File: src/rtl/core/heading_pid_turn_controller_macros.svh
// Assertion macros for the heading turn controller.
// Define NO_ASSERTIONS to compile every check away.
`ifndef HEADING_PID_TURN_CONTROLLER_MACROS_SVH
`define HEADING_PID_TURN_CONTROLLER_MACROS_SVH
`ifndef NO_ASSERTIONS
// Check that the consequent holds in the same cycle as the antecedent
`define HPTC_ASSERT_IMP(label, clk, rst_n, ante, cons) \
	label: assert property (@(posedge clk) disable iff (!rst_n) (ante) |-> (cons)) \
		else $error("heading controller: same-cycle check failed");
// Check that the consequent holds in the cycle after the antecedent
`define HPTC_ASSERT_NXT(label, clk, rst_n, ante, cons) \
	label: assert property (@(posedge clk) disable iff (!rst_n) (ante) |=> (cons)) \
		else $error("heading controller: next-cycle check failed");
`else
`define HPTC_ASSERT_IMP(label, clk, rst_n, ante, cons)
`define HPTC_ASSERT_NXT(label, clk, rst_n, ante, cons)
`endif
`endif

File: src/rtl/core/hptc_pkg.sv
`default_nettype none

package hptc_pkg;

	// Field and state widths
	localparam int HEAD_W  = 12;
	localparam int ERR_W   = 13;
	localparam int DERIV_W = 14;
	localparam int INTEG_W = 32;
	localparam int DRIVE_W = 8;
	localparam int BAND_W  = 16;
	localparam int PP_W    = 30;
	localparam int PI_W    = 49;
	localparam int PD_W    = 31;
	localparam int SUM_W   = 50;

	// Control tick length in milliseconds
	localparam logic [BAND_W:0] TICK_MS = 17'd10;

	localparam logic signed [INTEG_W-1:0] INTEG_MAX = 32'sh7FFF_FFFF;
	localparam logic signed [INTEG_W-1:0] INTEG_MIN = 32'sh8000_0000;
	localparam logic [BAND_W-1:0]         BAND_MAX  = 16'hFFFF;

	// Register reset values
	localparam logic [15:0] RST_PROP_GAIN   = 16'd256;
	localparam logic [15:0] RST_INTEG_GAIN  = 16'd0;
	localparam logic [15:0] RST_DERIV_GAIN  = 16'd0;
	localparam logic [6:0]  RST_MAX_OUTPUT  = 7'd127;
	localparam logic [6:0]  RST_MIN_SPEED   = 7'd0;
	localparam logic [11:0] RST_SETTLE_THR  = 12'd10;
	localparam logic [15:0] RST_SETTLE_TIME = 16'd100;
	localparam logic [7:0]  RST_SLEW_LIMIT  = 8'd255;

	typedef enum logic [2:0] {
		CFG_PROP_GAIN   = 3'd0,
		CFG_INTEG_GAIN  = 3'd1,
		CFG_DERIV_GAIN  = 3'd2,
		CFG_MAX_OUTPUT  = 3'd3,
		CFG_MIN_SPEED   = 3'd4,
		CFG_SETTLE_THR  = 3'd5,
		CFG_SETTLE_TIME = 3'd6,
		CFG_SLEW_LIMIT  = 3'd7
	} cfg_idx_t;

	typedef struct packed {
		logic [15:0] prop_gain;
		logic [15:0] integ_gain;
		logic [15:0] deriv_gain;
		logic [6:0]  max_output;
		logic [6:0]  min_speed;
		logic [11:0] settle_threshold;
		logic [15:0] settle_time;
		logic [7:0]  slew_limit;
	} cfg_t;

	// Stage load strobes from the pipeline control
	typedef struct packed {
		logic ld_s2;
		logic ld_s3;
		logic ld_s4;
		logic ld_out;
	} pipe_ctl_t;

endpackage

`default_nettype wire

File: src/rtl/core/hptc_err_stage.sv
`default_nettype none

module hptc_err_stage (
	input  wire logic                                        clk,
	input  wire logic                                        arst_n,
	input  wire logic                                        load,
	input  wire hptc_pkg::cfg_t                              cfg,
	input  wire logic                                        start_s1,
	input  wire logic [hptc_pkg::HEAD_W-1:0]                 target_s1,
	input  wire logic [hptc_pkg::HEAD_W-1:0]                 measured_s1,
	output logic signed [hptc_pkg::ERR_W-1:0]                err_s2,
	output logic signed [hptc_pkg::INTEG_W-1:0]              integ_s2,
	output logic signed [hptc_pkg::DERIV_W-1:0]              deriv_s2,
	output logic [hptc_pkg::HEAD_W-1:0]                      aerr_s2,
	output logic                                             done_s2,
	output logic                                             start_s2
);

	logic signed [hptc_pkg::INTEG_W-1:0] integral_q;
	logic signed [hptc_pkg::ERR_W-1:0]   prev_err_q;
	logic [hptc_pkg::BAND_W-1:0]         in_band_q;

	logic signed [hptc_pkg::INTEG_W-1:0] integ_base;
	logic signed [hptc_pkg::ERR_W-1:0]   prev_base;
	logic [hptc_pkg::BAND_W-1:0]         band_base;
	logic signed [hptc_pkg::ERR_W-1:0]   err;
	logic [hptc_pkg::ERR_W-1:0]          err_neg;
	logic [hptc_pkg::HEAD_W-1:0]         aerr;
	logic signed [hptc_pkg::INTEG_W:0]   integ_wide;
	logic signed [hptc_pkg::INTEG_W-1:0] integ_next;
	logic [10:0]                         reset_lim;
	logic signed [hptc_pkg::DERIV_W-1:0] deriv;
	logic [hptc_pkg::BAND_W:0]           band_sum;
	logic [hptc_pkg::BAND_W-1:0]         band_next;

	// Clear the carried state on a start transaction
	assign integ_base = start_s1 ? '0 : integral_q;
	assign prev_base  = start_s1 ? '0 : prev_err_q;
	assign band_base  = start_s1 ? '0 : in_band_q;

	// Heading error and its magnitude, no angular wrap
	assign err     = $signed({1'b0, target_s1}) - $signed({1'b0, measured_s1});
	assign err_neg = -err;
	assign aerr    = err[hptc_pkg::ERR_W-1] ? err_neg[hptc_pkg::HEAD_W-1:0]
	                                        : err[hptc_pkg::HEAD_W-1:0];

	// Saturating integral, dropped when the error is beyond ten times the clamp
	assign integ_wide = {integ_base[hptc_pkg::INTEG_W-1], integ_base}
	                  + {{(hptc_pkg::INTEG_W+1-hptc_pkg::ERR_W){err[hptc_pkg::ERR_W-1]}}, err};
	assign reset_lim  = {1'b0, cfg.max_output, 3'b000} + {3'b000, cfg.max_output, 1'b0};

	always_comb begin
		if (integ_wide[hptc_pkg::INTEG_W] != integ_wide[hptc_pkg::INTEG_W-1]) begin
			integ_next = integ_wide[hptc_pkg::INTEG_W] ? hptc_pkg::INTEG_MIN
			                                           : hptc_pkg::INTEG_MAX;
		end else begin
			integ_next = integ_wide[hptc_pkg::INTEG_W-1:0];
		end
		if (aerr > {1'b0, reset_lim}) begin
			integ_next = '0;
		end
	end

	// Derivative against the previous error
	assign deriv = {err[hptc_pkg::ERR_W-1], err} - {prev_base[hptc_pkg::ERR_W-1], prev_base};

	// In-band timer, saturating
	assign band_sum = {1'b0, band_base} + hptc_pkg::TICK_MS;

	always_comb begin
		if (aerr < cfg.settle_threshold) begin
			band_next = band_sum[hptc_pkg::BAND_W] ? hptc_pkg::BAND_MAX
			                                       : band_sum[hptc_pkg::BAND_W-1:0];
		end else begin
			band_next = '0;
		end
	end

	// Advance the carried state with each transaction
	always_ff @(posedge clk or negedge arst_n) begin
		if (!arst_n) begin
			integral_q <= '0;
			prev_err_q <= '0;
			in_band_q  <= '0;
		end else if (load) begin
			integral_q <= integ_next;
			prev_err_q <= err;
			in_band_q  <= band_next;
		end
	end

	// Stage register
	always_ff @(posedge clk) begin
		if (load) begin
			err_s2   <= err;
			integ_s2 <= integ_next;
			deriv_s2 <= deriv;
			aerr_s2  <= aerr;
			done_s2  <= (band_next >= cfg.settle_time);
			start_s2 <= start_s1;
		end
	end

endmodule

`default_nettype wire

File: src/rtl/core/hptc_mul_stage.sv
`default_nettype none

module hptc_mul_stage (
	input  wire logic                                 clk,
	input  wire logic                                 load,
	input  wire hptc_pkg::cfg_t                       cfg,
	input  wire logic signed [hptc_pkg::ERR_W-1:0]    err_s2,
	input  wire logic signed [hptc_pkg::INTEG_W-1:0]  integ_s2,
	input  wire logic signed [hptc_pkg::DERIV_W-1:0]  deriv_s2,
	input  wire logic [hptc_pkg::HEAD_W-1:0]          aerr_s2,
	input  wire logic                                 done_s2,
	input  wire logic                                 start_s2,
	output logic signed [hptc_pkg::PP_W-1:0]          pp_s3,
	output logic signed [hptc_pkg::PI_W-1:0]          pi_s3,
	output logic signed [hptc_pkg::PD_W-1:0]          pd_s3,
	output logic [hptc_pkg::HEAD_W-1:0]               aerr_s3,
	output logic                                      done_s3,
	output logic                                      start_s3
);

	logic signed [16:0]                kp;
	logic signed [16:0]                ki;
	logic signed [16:0]                kd;
	logic signed [hptc_pkg::PP_W-1:0]  pp;
	logic signed [hptc_pkg::PI_W-1:0]  pi;
	logic signed [hptc_pkg::PD_W-1:0]  pd;

	// Gains are unsigned Q8.8; widen by a zero so the products stay signed
	assign kp = $signed({1'b0, cfg.prop_gain});
	assign ki = $signed({1'b0, cfg.integ_gain});
	assign kd = $signed({1'b0, cfg.deriv_gain});

	assign pp = kp * err_s2;
	assign pi = ki * integ_s2;
	assign pd = kd * deriv_s2;

	// Register the three products
	always_ff @(posedge clk) begin
		if (load) begin
			pp_s3    <= pp;
			pi_s3    <= pi;
			pd_s3    <= pd;
			aerr_s3  <= aerr_s2;
			done_s3  <= done_s2;
			start_s3 <= start_s2;
		end
	end

endmodule

`default_nettype wire

File: src/rtl/core/hptc_shape_stage.sv
`default_nettype none

module hptc_shape_stage (
	input  wire logic                                 clk,
	input  wire logic                                 load,
	input  wire hptc_pkg::cfg_t                       cfg,
	input  wire logic signed [hptc_pkg::PP_W-1:0]     pp_s3,
	input  wire logic signed [hptc_pkg::PI_W-1:0]     pi_s3,
	input  wire logic signed [hptc_pkg::PD_W-1:0]     pd_s3,
	input  wire logic [hptc_pkg::HEAD_W-1:0]          aerr_s3,
	input  wire logic                                 done_s3,
	input  wire logic                                 start_s3,
	output logic signed [hptc_pkg::DRIVE_W-1:0]       y_s4,
	output logic                                      done_s4,
	output logic                                      start_s4
);

	logic signed [hptc_pkg::SUM_W-1:0] sum;
	logic                              neg;
	logic [hptc_pkg::SUM_W-1:0]        sum_mag;
	logic [hptc_pkg::SUM_W-9:0]        mag;
	logic [6:0]                        mag_clamp;
	logic [6:0]                        out_mag;
	logic                              out_neg;
	logic [hptc_pkg::DRIVE_W-1:0]      y;

	// PID sum in Q8.8, then truncate toward zero
	assign sum     = hptc_pkg::SUM_W'(pp_s3) + hptc_pkg::SUM_W'(pi_s3)
	               + hptc_pkg::SUM_W'(pd_s3);
	assign neg     = sum[hptc_pkg::SUM_W-1];
	assign sum_mag = neg ? -sum : sum;
	assign mag     = sum_mag[hptc_pkg::SUM_W-1:8];

	// Clamp to the output limit
	assign mag_clamp = ((|mag[hptc_pkg::SUM_W-9:7]) || (mag[6:0] > cfg.max_output))
	                 ? cfg.max_output : mag[6:0];

	// Raise to the minimum speed while off target; zero goes negative
	always_comb begin
		out_mag = mag_clamp;
		out_neg = neg;
		if ((mag_clamp < cfg.min_speed) && (aerr_s3 > cfg.settle_threshold)) begin
			out_mag = cfg.min_speed;
			out_neg = neg || (mag_clamp == '0);
		end
	end

	assign y = out_neg ? -{1'b0, out_mag} : {1'b0, out_mag};

	always_ff @(posedge clk) begin
		if (load) begin
			y_s4     <= $signed(y);
			done_s4  <= done_s3;
			start_s4 <= start_s3;
		end
	end

endmodule

`default_nettype wire

File: src/rtl/core/hptc_slew_stage.sv
`default_nettype none

module hptc_slew_stage (
	input  wire logic                                 clk,
	input  wire logic                                 arst_n,
	input  wire logic                                 load,
	input  wire hptc_pkg::cfg_t                       cfg,
	input  wire logic signed [hptc_pkg::DRIVE_W-1:0]  y_s4,
	input  wire logic                                 done_s4,
	input  wire logic                                 start_s4,
	output logic signed [hptc_pkg::DRIVE_W-1:0]       left_q,
	output logic signed [hptc_pkg::DRIVE_W-1:0]       right_q,
	output logic                                      done_q
);

	logic signed [hptc_pkg::DRIVE_W-1:0] prev_out_q;
	logic signed [hptc_pkg::DRIVE_W-1:0] prev_base;
	logic signed [hptc_pkg::DRIVE_W:0]   delta;
	logic [hptc_pkg::DRIVE_W:0]          delta_mag;
	logic signed [hptc_pkg::DRIVE_W:0]   step_up;
	logic signed [hptc_pkg::DRIVE_W:0]   step_dn;
	logic signed [hptc_pkg::DRIVE_W-1:0] y_out;

	assign prev_base = start_s4 ? '0 : prev_out_q;

	// Limit the change against the previous output
	assign delta     = {y_s4[hptc_pkg::DRIVE_W-1], y_s4}
	                 - {prev_base[hptc_pkg::DRIVE_W-1], prev_base};
	assign delta_mag = delta[hptc_pkg::DRIVE_W] ? -delta : delta;
	assign step_up   = {prev_base[hptc_pkg::DRIVE_W-1], prev_base} + {1'b0, cfg.slew_limit};
	assign step_dn   = {prev_base[hptc_pkg::DRIVE_W-1], prev_base} - {1'b0, cfg.slew_limit};

	always_comb begin
		if (delta_mag > {1'b0, cfg.slew_limit}) begin
			y_out = delta[hptc_pkg::DRIVE_W] ? step_dn[hptc_pkg::DRIVE_W-1:0]
			                                 : step_up[hptc_pkg::DRIVE_W-1:0];
		end else begin
			y_out = y_s4;
		end
	end

	// Hold the last output for the next transaction
	always_ff @(posedge clk or negedge arst_n) begin
		if (!arst_n) begin
			prev_out_q <= '0;
		end else if (load) begin
			prev_out_q <= y_out;
		end
	end

	// Result register
	always_ff @(posedge clk) begin
		if (load) begin
			right_q <= y_out;
			left_q  <= -y_out;
			done_q  <= done_s4;
		end
	end

endmodule

`default_nettype wire

File: src/rtl/core/heading_pid_turn_controller.sv
// Heading PID turn controller.
// Input channel (in_valid/in_ready): one transaction per control tick carrying
// start_move, target_heading and measured_heading in tenths of a degree.
// Output channel (out_valid/out_ready): left_drive, right_drive and move_done
// for that tick, in order, exactly one result per input transaction.
// The user must write gains and limits (cfg_we/cfg_index/cfg_data) while idle;
// not enforced by the block. A write lands at the clock edge with cfg_we high.
// Pipeline: an accepted input runs through four stages: error and integral
// update, the three gain multipliers, the sum with clamp and minimum speed,
// then the slew limit into the result register.
// Throughput: one transaction per cycle while out_ready stays high.
// Stall: when out_ready is low the result register holds; the stages behind
// it keep filling until each holds an item, and in_ready falls only then.
// Reset: clears all controller state and restores the default registers;
// start_move clears integral, last error, last output and in-band time.
`default_nettype none
`include "heading_pid_turn_controller_macros.svh"

module heading_pid_turn_controller (
	input  wire logic                                  clk,
	input  wire logic                                  arst_n,
	// Configuration
	input  wire logic                                  cfg_we,
	input  wire logic [2:0]                            cfg_index,
	input  wire logic [15:0]                           cfg_data,
	// Input channel
	input  wire logic                                  in_valid,
	output logic                                       in_ready,
	input  wire logic                                  start_move,
	input  wire logic [hptc_pkg::HEAD_W-1:0]           target_heading,
	input  wire logic [hptc_pkg::HEAD_W-1:0]           measured_heading,
	// Output channel
	output logic                                       out_valid,
	input  wire logic                                  out_ready,
	output logic signed [hptc_pkg::DRIVE_W-1:0]        left_drive,
	output logic signed [hptc_pkg::DRIVE_W-1:0]        right_drive,
	output logic                                       move_done
);

	hptc_pkg::cfg_t      cfg_q;
	hptc_pkg::pipe_ctl_t ctl;

	logic valid_s1, valid_s2, valid_s3, valid_s4, out_valid_q;
	logic en_s1, en_s2, en_s3, en_s4, en_out;

	logic                                 start_s1;
	logic [hptc_pkg::HEAD_W-1:0]          target_s1;
	logic [hptc_pkg::HEAD_W-1:0]          measured_s1;

	logic signed [hptc_pkg::ERR_W-1:0]    err_s2;
	logic signed [hptc_pkg::INTEG_W-1:0]  integ_s2;
	logic signed [hptc_pkg::DERIV_W-1:0]  deriv_s2;
	logic [hptc_pkg::HEAD_W-1:0]          aerr_s2;
	logic                                 done_s2, start_s2;

	logic signed [hptc_pkg::PP_W-1:0]     pp_s3;
	logic signed [hptc_pkg::PI_W-1:0]     pi_s3;
	logic signed [hptc_pkg::PD_W-1:0]     pd_s3;
	logic [hptc_pkg::HEAD_W-1:0]          aerr_s3;
	logic                                 done_s3, start_s3;

	logic signed [hptc_pkg::DRIVE_W-1:0]  y_s4;
	logic                                 done_s4, start_s4;

	// Configuration registers
	always_ff @(posedge clk or negedge arst_n) begin
		if (!arst_n) begin
			cfg_q.prop_gain        <= hptc_pkg::RST_PROP_GAIN;
			cfg_q.integ_gain       <= hptc_pkg::RST_INTEG_GAIN;
			cfg_q.deriv_gain       <= hptc_pkg::RST_DERIV_GAIN;
			cfg_q.max_output       <= hptc_pkg::RST_MAX_OUTPUT;
			cfg_q.min_speed        <= hptc_pkg::RST_MIN_SPEED;
			cfg_q.settle_threshold <= hptc_pkg::RST_SETTLE_THR;
			cfg_q.settle_time      <= hptc_pkg::RST_SETTLE_TIME;
			cfg_q.slew_limit       <= hptc_pkg::RST_SLEW_LIMIT;
		end else if (cfg_we) begin
			case (hptc_pkg::cfg_idx_t'(cfg_index))
				hptc_pkg::CFG_PROP_GAIN:   cfg_q.prop_gain        <= cfg_data;
				hptc_pkg::CFG_INTEG_GAIN:  cfg_q.integ_gain       <= cfg_data;
				hptc_pkg::CFG_DERIV_GAIN:  cfg_q.deriv_gain       <= cfg_data;
				hptc_pkg::CFG_MAX_OUTPUT:  cfg_q.max_output       <= cfg_data[6:0];
				hptc_pkg::CFG_MIN_SPEED:   cfg_q.min_speed        <= cfg_data[6:0];
				hptc_pkg::CFG_SETTLE_THR:  cfg_q.settle_threshold <= cfg_data[11:0];
				hptc_pkg::CFG_SETTLE_TIME: cfg_q.settle_time      <= cfg_data;
				hptc_pkg::CFG_SLEW_LIMIT:  cfg_q.slew_limit       <= cfg_data[7:0];
				default: begin
				end
			endcase
		end
	end

	// Each stage advances when the one ahead is empty or moving on
	assign en_out   = !out_valid_q || out_ready;
	assign en_s4    = !valid_s4 || en_out;
	assign en_s3    = !valid_s3 || en_s4;
	assign en_s2    = !valid_s2 || en_s3;
	assign en_s1    = !valid_s1 || en_s2;
	assign in_ready = en_s1;

	assign ctl.ld_s2  = valid_s1 && en_s2;
	assign ctl.ld_s3  = valid_s2 && en_s3;
	assign ctl.ld_s4  = valid_s3 && en_s4;
	assign ctl.ld_out = valid_s4 && en_out;

	always_ff @(posedge clk or negedge arst_n) begin
		if (!arst_n) begin
			valid_s1    <= 1'b0;
			valid_s2    <= 1'b0;
			valid_s3    <= 1'b0;
			valid_s4    <= 1'b0;
			out_valid_q <= 1'b0;
		end else begin
			if (en_s1) valid_s1 <= in_valid;
			if (en_s2) valid_s2 <= valid_s1;
			if (en_s3) valid_s3 <= valid_s2;
			if (en_s4) valid_s4 <= valid_s3;
			if (en_out) out_valid_q <= valid_s4;
		end
	end

	// Input register
	always_ff @(posedge clk) begin
		if (in_valid && en_s1) begin
			start_s1    <= start_move;
			target_s1   <= target_heading;
			measured_s1 <= measured_heading;
		end
	end

	hptc_err_stage u_err (
		.clk         (clk),
		.arst_n      (arst_n),
		.load        (ctl.ld_s2),
		.cfg         (cfg_q),
		.start_s1    (start_s1),
		.target_s1   (target_s1),
		.measured_s1 (measured_s1),
		.err_s2      (err_s2),
		.integ_s2    (integ_s2),
		.deriv_s2    (deriv_s2),
		.aerr_s2     (aerr_s2),
		.done_s2     (done_s2),
		.start_s2    (start_s2)
	);

	hptc_mul_stage u_mul (
		.clk      (clk),
		.load     (ctl.ld_s3),
		.cfg      (cfg_q),
		.err_s2   (err_s2),
		.integ_s2 (integ_s2),
		.deriv_s2 (deriv_s2),
		.aerr_s2  (aerr_s2),
		.done_s2  (done_s2),
		.start_s2 (start_s2),
		.pp_s3    (pp_s3),
		.pi_s3    (pi_s3),
		.pd_s3    (pd_s3),
		.aerr_s3  (aerr_s3),
		.done_s3  (done_s3),
		.start_s3 (start_s3)
	);

	hptc_shape_stage u_shape (
		.clk      (clk),
		.load     (ctl.ld_s4),
		.cfg      (cfg_q),
		.pp_s3    (pp_s3),
		.pi_s3    (pi_s3),
		.pd_s3    (pd_s3),
		.aerr_s3  (aerr_s3),
		.done_s3  (done_s3),
		.start_s3 (start_s3),
		.y_s4     (y_s4),
		.done_s4  (done_s4),
		.start_s4 (start_s4)
	);

	hptc_slew_stage u_slew (
		.clk      (clk),
		.arst_n   (arst_n),
		.load     (ctl.ld_out),
		.cfg      (cfg_q),
		.y_s4     (y_s4),
		.done_s4  (done_s4),
		.start_s4 (start_s4),
		.left_q   (left_drive),
		.right_q  (right_drive),
		.done_q   (move_done)
	);

	assign out_valid = out_valid_q;

	// Left side always mirrors the right side
	`HPTC_ASSERT_IMP(a_drive_mirror, clk, arst_n, out_valid_q, left_drive == -right_drive)
	// With no settle time every result reports the move finished
	`HPTC_ASSERT_IMP(a_done_zero_settle, clk, arst_n, out_valid_q && (cfg_q.settle_time == '0), move_done)
	// A result leaving the last stage appears on the output channel
	`HPTC_ASSERT_NXT(a_result_lands, clk, arst_n, ctl.ld_out, out_valid_q)

endmodule

`default_nettype wire

File: config.mk
export PLATFORM = sky130hd
export DESIGN_NAME = heading_pid_turn_controller
export DESIGN_NICKNAME = d
export VERILOG_FILES = /design/src/rtl/core/hptc_pkg.sv /design/src/rtl/core/hptc_err_stage.sv /design/src/rtl/core/hptc_mul_stage.sv /design/src/rtl/core/hptc_shape_stage.sv /design/src/rtl/core/hptc_slew_stage.sv /design/src/rtl/core/heading_pid_turn_controller.sv
export VERILOG_INCLUDE_DIRS = /design/src /design/src/rtl/core
export SDC_FILE = /design/constraint.sdc
export NUM_CORES = 2
export LEC_CHECK = 0
export ABC_AREA = 1
export BUFFER_PORTS_ARGS = -buffer_cell sky130_fd_sc_hd__buf_2
export CAP_MARGIN = 0
export CORE_ASPECT_RATIO = 1.4
export CORE_UTILIZATION = 40
export DETAILED_ROUTE_END_ITERATION = 10
export SETUP_SLACK_MARGIN = 0.2
export SYNTH_ARGS = -nofsm -noshare
export SYNTH_HDL_FRONTEND = slang
export SYNTH_SLANG_ARGS = --single-unit
File: constraint.sdc
create_clock -name clk -period 23.4 [get_ports clk]
set_input_delay 2.34 -clock clk [delete_from_list [all_inputs] [get_ports clk]]
set_output_delay 2.34 -clock clk [all_outputs]
set_load 0.02 [all_outputs]
-- After elaboration in Yosys (flattened, before gate mapping)
Cells that the tools add are included.
- bits in registers: 421
- bits of input ports: 49
- output and inout port bits: 19
- logic and storage cells: 119
- $add $sub $neg: 15
- multiply operators: 3
- $lt $le $gt $ge: 7
- eq/ne operators: 8
- mux-type cells: 18
- reductions and logical operators: 29
- operator list (kind ; number):
    $mux 32 ; 4
    $add 30x49->50 ; 1
    $add 50x31->50 ; 1
    $mux 50 ; 1
    $neg 50->50 ; 1
    $mul 17x32->49 ; 1
    $mux 16 ; 3
    $reduce_or 35->1 ; 1
    $add 32x13->33 ; 1
    $mul 17x14->31 ; 1
    $mul 17x13->30 ; 1
    $mux 8 ; 3
    $mux 7 ; 3
    $add 16x4->17 const B ; 1
    $ge 16x16->1 ; 1
    $reduce_and 2->1 ; 8
    $sub 13x13->14 ; 1
    $mux 13 ; 1
    $sub 12x12->13 ; 1
    $eq 3x3->1 const B ; 4
    $gt 12x11->1 ; 1
    $gt 12x12->1 ; 1
    $lt 12x12->1 ; 1
    $mux 12 ; 1
    other kinds (21) ; 37

-- Longest topological paths before layout
- depth after elaboration: 12
- gate-level depth with buffers: 56
- depth with buffers taken out: 53

-- Modules after synthesis
A second synthesis with hierarchy kept.
- cells, all modules: 8682
- area total of the unflattened synthesis: 64859.7 µm²
- modules (own cells, without submodules) (module ; instances ; cells an instance ; area an instance (µm²) ; sequential area each (µm²)):
    hptc_mul_stage ; 1 ; 5043 ; 39212.6 ; 3723.6
    hptc_err_stage ; 1 ; 1295 ; 9988.3 ; 3688.5
    hptc_shape_stage ; 1 ; 1604 ; 8600.7 ; 300.3
    heading_pid_turn_controller ; 1 ; 405 ; 4563.1 ; 3354.5
    hptc_slew_stage ; 1 ; 335 ; 2494.9 ; 680.7

-- Least setup slack after synthesis
OpenSTA, ideal clock, no wires.
- path type: reg2reg
- start: register u_mul.pp_s3[29] (netlist name)
- end: register u_shape.y_s4[4] (netlist name) (data pin)
- setup time: 0.254 ns
- arrival time: 7.127 ns
- setup slack: 16.019 ns
- stages on the path, launching flop included: 47
- path buffers: 3
- path through: edfxtp_1 fa_1 ha_1 nand2_1 nor2_1 inv_1 nor2_1 inv_1 nor2_1 nand3_1 nand3_1 nand2_1 nand2_2 buf_2 buf_2 nand2_1 xor2_1 inv_1 (+11 left out) nor2_1 nand3_2 buf_6 o21ai_2 inv_1 ha_1 a21oi_1 o21ai_0 nor3_1 nand3_1 nand2_1 ha_1 inv_1 nor2_1 nand2_1 nand2_1 xor2_1 inv_1
- word-level cells in the longest chain between the ends: 12
- elaborated cells between the ends (all ways): 16
- RTL lines (item ; line ; RTL):
    from (decl) ; hptc_mul_stage.sv:13 ; output logic signed [hptc_pkg::PP_W-1:0] pp_s3,
    from (signal assigned) ; hptc_mul_stage.sv:40 ; pp_s3 <= pp;
    $add 30x49->50 (*) ; hptc_shape_stage.sv:28 ; assign sum = hptc_pkg::SUM_W'(pp_s3) + hptc_pkg::SUM_W'(pi_s3)
    $add 50x31->50 (*) ; hptc_shape_stage.sv:29 ; + hptc_pkg::SUM_W'(pd_s3);
    $neg 50->50 ; hptc_shape_stage.sv:31 ; assign sum_mag = neg ? -sum : sum;
    $mux 50 ; hptc_shape_stage.sv:31 ;
    $reduce_or 35->1 ; hptc_shape_stage.sv:35 ; assign mag_clamp = ((|mag[hptc_pkg::SUM_W-9:7]) || (mag[6:0] > cfg.max_output))
    $logic_or 1x1->1 ; hptc_shape_stage.sv:35 ;
    $mux 7 ; hptc_shape_stage.sv:36 ; ? cfg.max_output : mag[6:0];
    $lt 7x7->1 ; hptc_shape_stage.sv:42 ; if ((mag_clamp < cfg.min_speed) && (aerr_s3 > cfg.settle_threshold)) begin
    $logic_and 1x1->1 ; hptc_shape_stage.sv:42 ;
    $mux 7 ; hptc_shape_stage.sv:42 ;
    $neg 7->8 ; hptc_shape_stage.sv:48 ; assign y = out_neg ? -{1'b0, out_mag} : {1'b0, out_mag};
    $mux 7 (*) ; hptc_shape_stage.sv:48 ;
    net u_shape.y, one bit ; hptc_shape_stage.sv:25 ; logic [hptc_pkg::DRIVE_W-1:0] y;
    to (signal assigned) ; hptc_shape_stage.sv:52 ; y_s4 <= $signed(y);
    to (decl) ; hptc_shape_stage.sv:13 ; output logic signed [hptc_pkg::DRIVE_W-1:0] y_s4,
The timed path passes the listed nets; every way through them passes the cells marked *.
A chain may end at the register's enable or synchronous reset.

-- Worst setup path after layout
- start: register u_mul.pd_s3[30] (netlist name)
- end: register u_shape.y_s4[6] (netlist name) (data pin)
- word-level cells in the longest chain between the ends: 11
- elaborated cells between the ends (all ways): 15
- RTL lines (item ; line ; RTL):
    from (decl) ; hptc_mul_stage.sv:15 ; output logic signed [hptc_pkg::PD_W-1:0] pd_s3,
    from (signal assigned) ; hptc_mul_stage.sv:42 ; pd_s3 <= pd;
    $add 50x31->50 (*) ; hptc_shape_stage.sv:29 ;
    $neg 50->50 ; hptc_shape_stage.sv:31 ;
    $mux 50 ; hptc_shape_stage.sv:31 ;
    $reduce_or 35->1 ; hptc_shape_stage.sv:35 ;
    $logic_or 1x1->1 ; hptc_shape_stage.sv:35 ;
    $mux 7 ; hptc_shape_stage.sv:36 ;
    $lt 7x7->1 ; hptc_shape_stage.sv:42 ;
    $logic_and 1x1->1 ; hptc_shape_stage.sv:42 ;
    $mux 7 ; hptc_shape_stage.sv:42 ;
    $neg 7->8 ; hptc_shape_stage.sv:48 ;
    $mux 7 (*) ; hptc_shape_stage.sv:48 ;
    net u_shape.y, one bit ; hptc_shape_stage.sv:25 ;
Marked as above.

==> flow_summary.yaml <==
outcome:
  status: "finished with violations"
  violations: "DRC"
critical_path:
  required_ns: 23.81
  path_buf_inv: 8
  criticalPathCategory: "flip-flop to flip-flop"
  path_delay_family: "simple AND/OR/NAND/NOR gates"
  path_max_fanout: 51
  arrival_ns: 9.13
  crit_path_start_kind: "flip-flop"
  crit_top_cell: "nand2_1"
  cp_slowest_cell: "edfxtp_1"
  reg2reg_from: "u_mul.pd_s3[30]$_DFFE_PP_"
  critPathMaxStageDelay_ns: 0.99
  crit_path_end_kind: "flip-flop"
  reg2reg_slack_ns: 14.68
  startpoint: "u_mul.pd_s3[30]$_DFFE_PP_"
clocking:
  cts-root-buf: "clkbuf_16"
  htreeDepth: 2
  cts_resized: 0
  insertion_delay_ns: 0.65
  cts_tree: "built"
  clock-sinks: 419
  clock_path_buffers: 3
  hold_buffers: 0
  clk_transition_reported_paths_ns: 0.07
  post-cts-setup-buffers: 0
  cts_inserted_buffers: 47
synthesis:
  synth_area_mm2: 0.0596
  synth-simple-area-share: 0.180
  avgSynthCellArea_um2: 8.07
  ys_async_sr_fraction: 0.411
  yosysWarningCount: 0
  synth_compound_area_frac: 0.0566
  synth-main-ff-cell: "edfxtp_1"
  yosysUniqueCellTypes: 54
  synth-xor-area-share: 0.0338
  synth_mux_area_frac: 0
  synth_edf_count: 247
  synth_top_area_cell: "fa_1"
  yosys.area_share.adder: 0.402
  ys_seq_area_frac: 0.197
  syn_nets: 8837
  synth_top_family_by_area: "adder cells"
  synth_top_area_frac: 0.290
  synth_area_leaders: "fa_1 29%, nand2_1 13%, edfxtp_1 12%, inv_1 11%, ha_1 11%"
  synth_seq_cells: 419
  synthCells: 7390
cells_and_area:
  areaGrowthSynthToFinish_pct: 6.27
  drive_gt1_frac: 0.0453
  final_area_mm2: 0.0634
  seq_area_mm2: 0.0118
  final.fill_count: 14900
  stdcell_count: 9273
  nets: 8731
  multi_input_area_mm2: 0.0402
global_route:
  grt-ovfl-total: 0
  grt_max_degree: 82
  grt_use_total: 0.231
  grt_pass1_wl_mm: 270
  antenna_found_initial: 14
  grt_pass1_vias: 48900
route:
  drtPass1Iterations: 8
  drc_errors: 12
  num_vias: 46000
  drtIter0Drc: 2516
  antenna_left: 0
  via_per_inst: 4.97
  wl_per_cell_um: 18.3
  route.final.wire_length_mm: 169
timing:
  clock.fmax_mhz: 115
  setup_tns_ns: 0
  fin_skew_ns: 0.0631
  min_period_ns: 8.72
  rsz0062_at_grt: "false"
  fin_crit_sh: 0.372
  hold_viol_final: 0
  maxSlewHeadroom: 0.230
  worst_slew_pin_slew_ns: 1.15
  setup_viol: 0
  slew_viol_final: 0
worst_hold_path:
  min-delay-start: "u_err.aerr_s2[1]$_DFFE_PP_"
  hp-class: "flip-flop to flip-flop"
placement:
  dp_hpwl_mm: 138
  dp_cells: 9178
  dpl_cell_area_mm2: 0.0617
  io_buffers: 67
  place.gp.congestion: 0.926
floorplanning:
  initial_core_util: 0.403
  die_w_um: 328
  dieArea_mm2: 0.151
  io_pins: 68
  core_mm2: 0.148
  rows: 167
  die_y_um: 459
job:
  maxCapViolCount: 0
[cell usage after synthesis, types with 2 or more instances]
| cell type | instances |
|---|---|
| buf_2 | 7 |
| a211oi_1 | 8 |
| nand3_1 | 189 |
| o21ai_1 | 21 |
| nor2_4 | 7 |
| o21bai_1 | 20 |
| nand3b_1 | 21 |
| a21oi_1 | 262 |
| o21ai_0 | 234 |
| buf_1 | 7 |
| o21a_1 | 11 |
| o31ai_1 | 6 |
| buf_4 | 2 |
| and2_1 | 3 |
| or2_2 | 28 |
| a21oi_2 | 3 |
| xnor2_1 | 67 |
| nand2_4 | 2 |
| xor2_1 | 163 |
| inv_1 | 1779 |
| fa_1 | 865 |
| buf_6 | 3 |
| nor2_1 | 312 |
| a31oi_1 | 12 |
| a21o_1 | 12 |
| nand4_1 | 36 |
| dfrtp_1 | 151 |
| inv_2 | 11 |
| nor3_1 | 18 |
| dfstp_2 | 21 |
| nor4_1 | 3 |
| ha_1 | 533 |
| nor2_2 | 19 |
| edfxtp_1 | 247 |
| nand2_2 | 25 |
| nand2_1 | 1995 |
| o21ai_4 | 2 |
| a21boi_1 | 3 |
| o211ai_1 | 8 |
| clkinv_1 | 5 |
| clkbuf_1 | 243 |
| a21boi_0 | 4 |
| nand3_2 | 7 |
| o21ai_2 | 5 |
[metrics by stage]
stage                util  hold slack (ns)  setup slack [ns]
CTS                 0.428            0.421             14.66
global placement    0.417            0.401             14.57
detailed placement  0.417            0.405             14.61
finish              0.428            0.421             14.68
floorplan               -            0.400             16.02
global route        0.428            0.424             13.77
[final cells by class]
cell class              instances  share of cell area
inverters                    1795               0.106
multi-input cells            4914               0.634
well taps                    1943              0.0384
repair buffers                107              0.0102
clock buffers                  57              0.0206
diodes                          7            0.000276
flip-flops and latches        419               0.185
clock inverters                31             0.00507
[kinds of logic after synthesis]
group,after synthesis
buf+inv,2057
xor+xnor,230
fa+ha+maj,1398
flops,419
compound gates,619
simple gates,2667
[cells in the final DEF (no fill, tap or decap), drive strengths merged, types with 23 or more instances in the layout]
master  Yosys  routed
a21oi     265     265
xor2      163     163
nor2      338     338
clkinv      5      23
ha        533     533
nand4      36      36
clkbuf    243      58
xnor2      67      67
dfrtp     151     151
edfxtp    247     247
buf        19     106
nand2    2022    2022
or2        28      28
fa        865     865
nand3     196     196
o21ai     262     262
inv      1790    1795
[path summary, 6_finish.rpt]
path / cells after the start / endpoint
setup reg to reg: 41 / u_shape.y_s4[6]$_DFFE_PP_
min in group asynchronous: 1 / cfg_q[41]$_DFFE_PN0P_
setup / recovery: 41 / u_shape.y_s4[6]$_DFFE_PP_
hold / removal: 0 / u_mul.aerr_s3[1]$_DFFE_PP_
max in group asynchronous: 3 / u_err.integral_q[27]$_DFFE_PN0P_
hold reg to reg: 0 / u_mul.aerr_s3[1]$_DFFE_PP_
[flip-flops by register name, summed over array words and instances (netlist names), 12 cells and up]
signal,flops
measured_s1,12
u_mul.pd_s3,31
u_mul.aerr_s3,12
u_err.deriv_s2,14
u_mul.pi_s3,49
u_mul.pp_s3,30
cfg_q,98
u_err.aerr_s2,12
u_err.prev_err_q,13
u_err.err_s2,12
u_err.integral_q,32
u_err.in_band_q,16
u_err.integ_s2,32
target_s1,12
[layer usage]
layer / track usage / share of wire / vias up
li1: - / - / 21800
met1: 0.257 / 0.38 / 22800
met2: 0.433 / 0.52 / 1024
met3: 0.0204 / 0.038 / 349
met4: 0.122 / 0.063 / 10
met5: 0 / 0.00043 / -
Power is not shown: default switching activity piles up to over one toggle a cycle in this logic, so the estimate is an artifact.
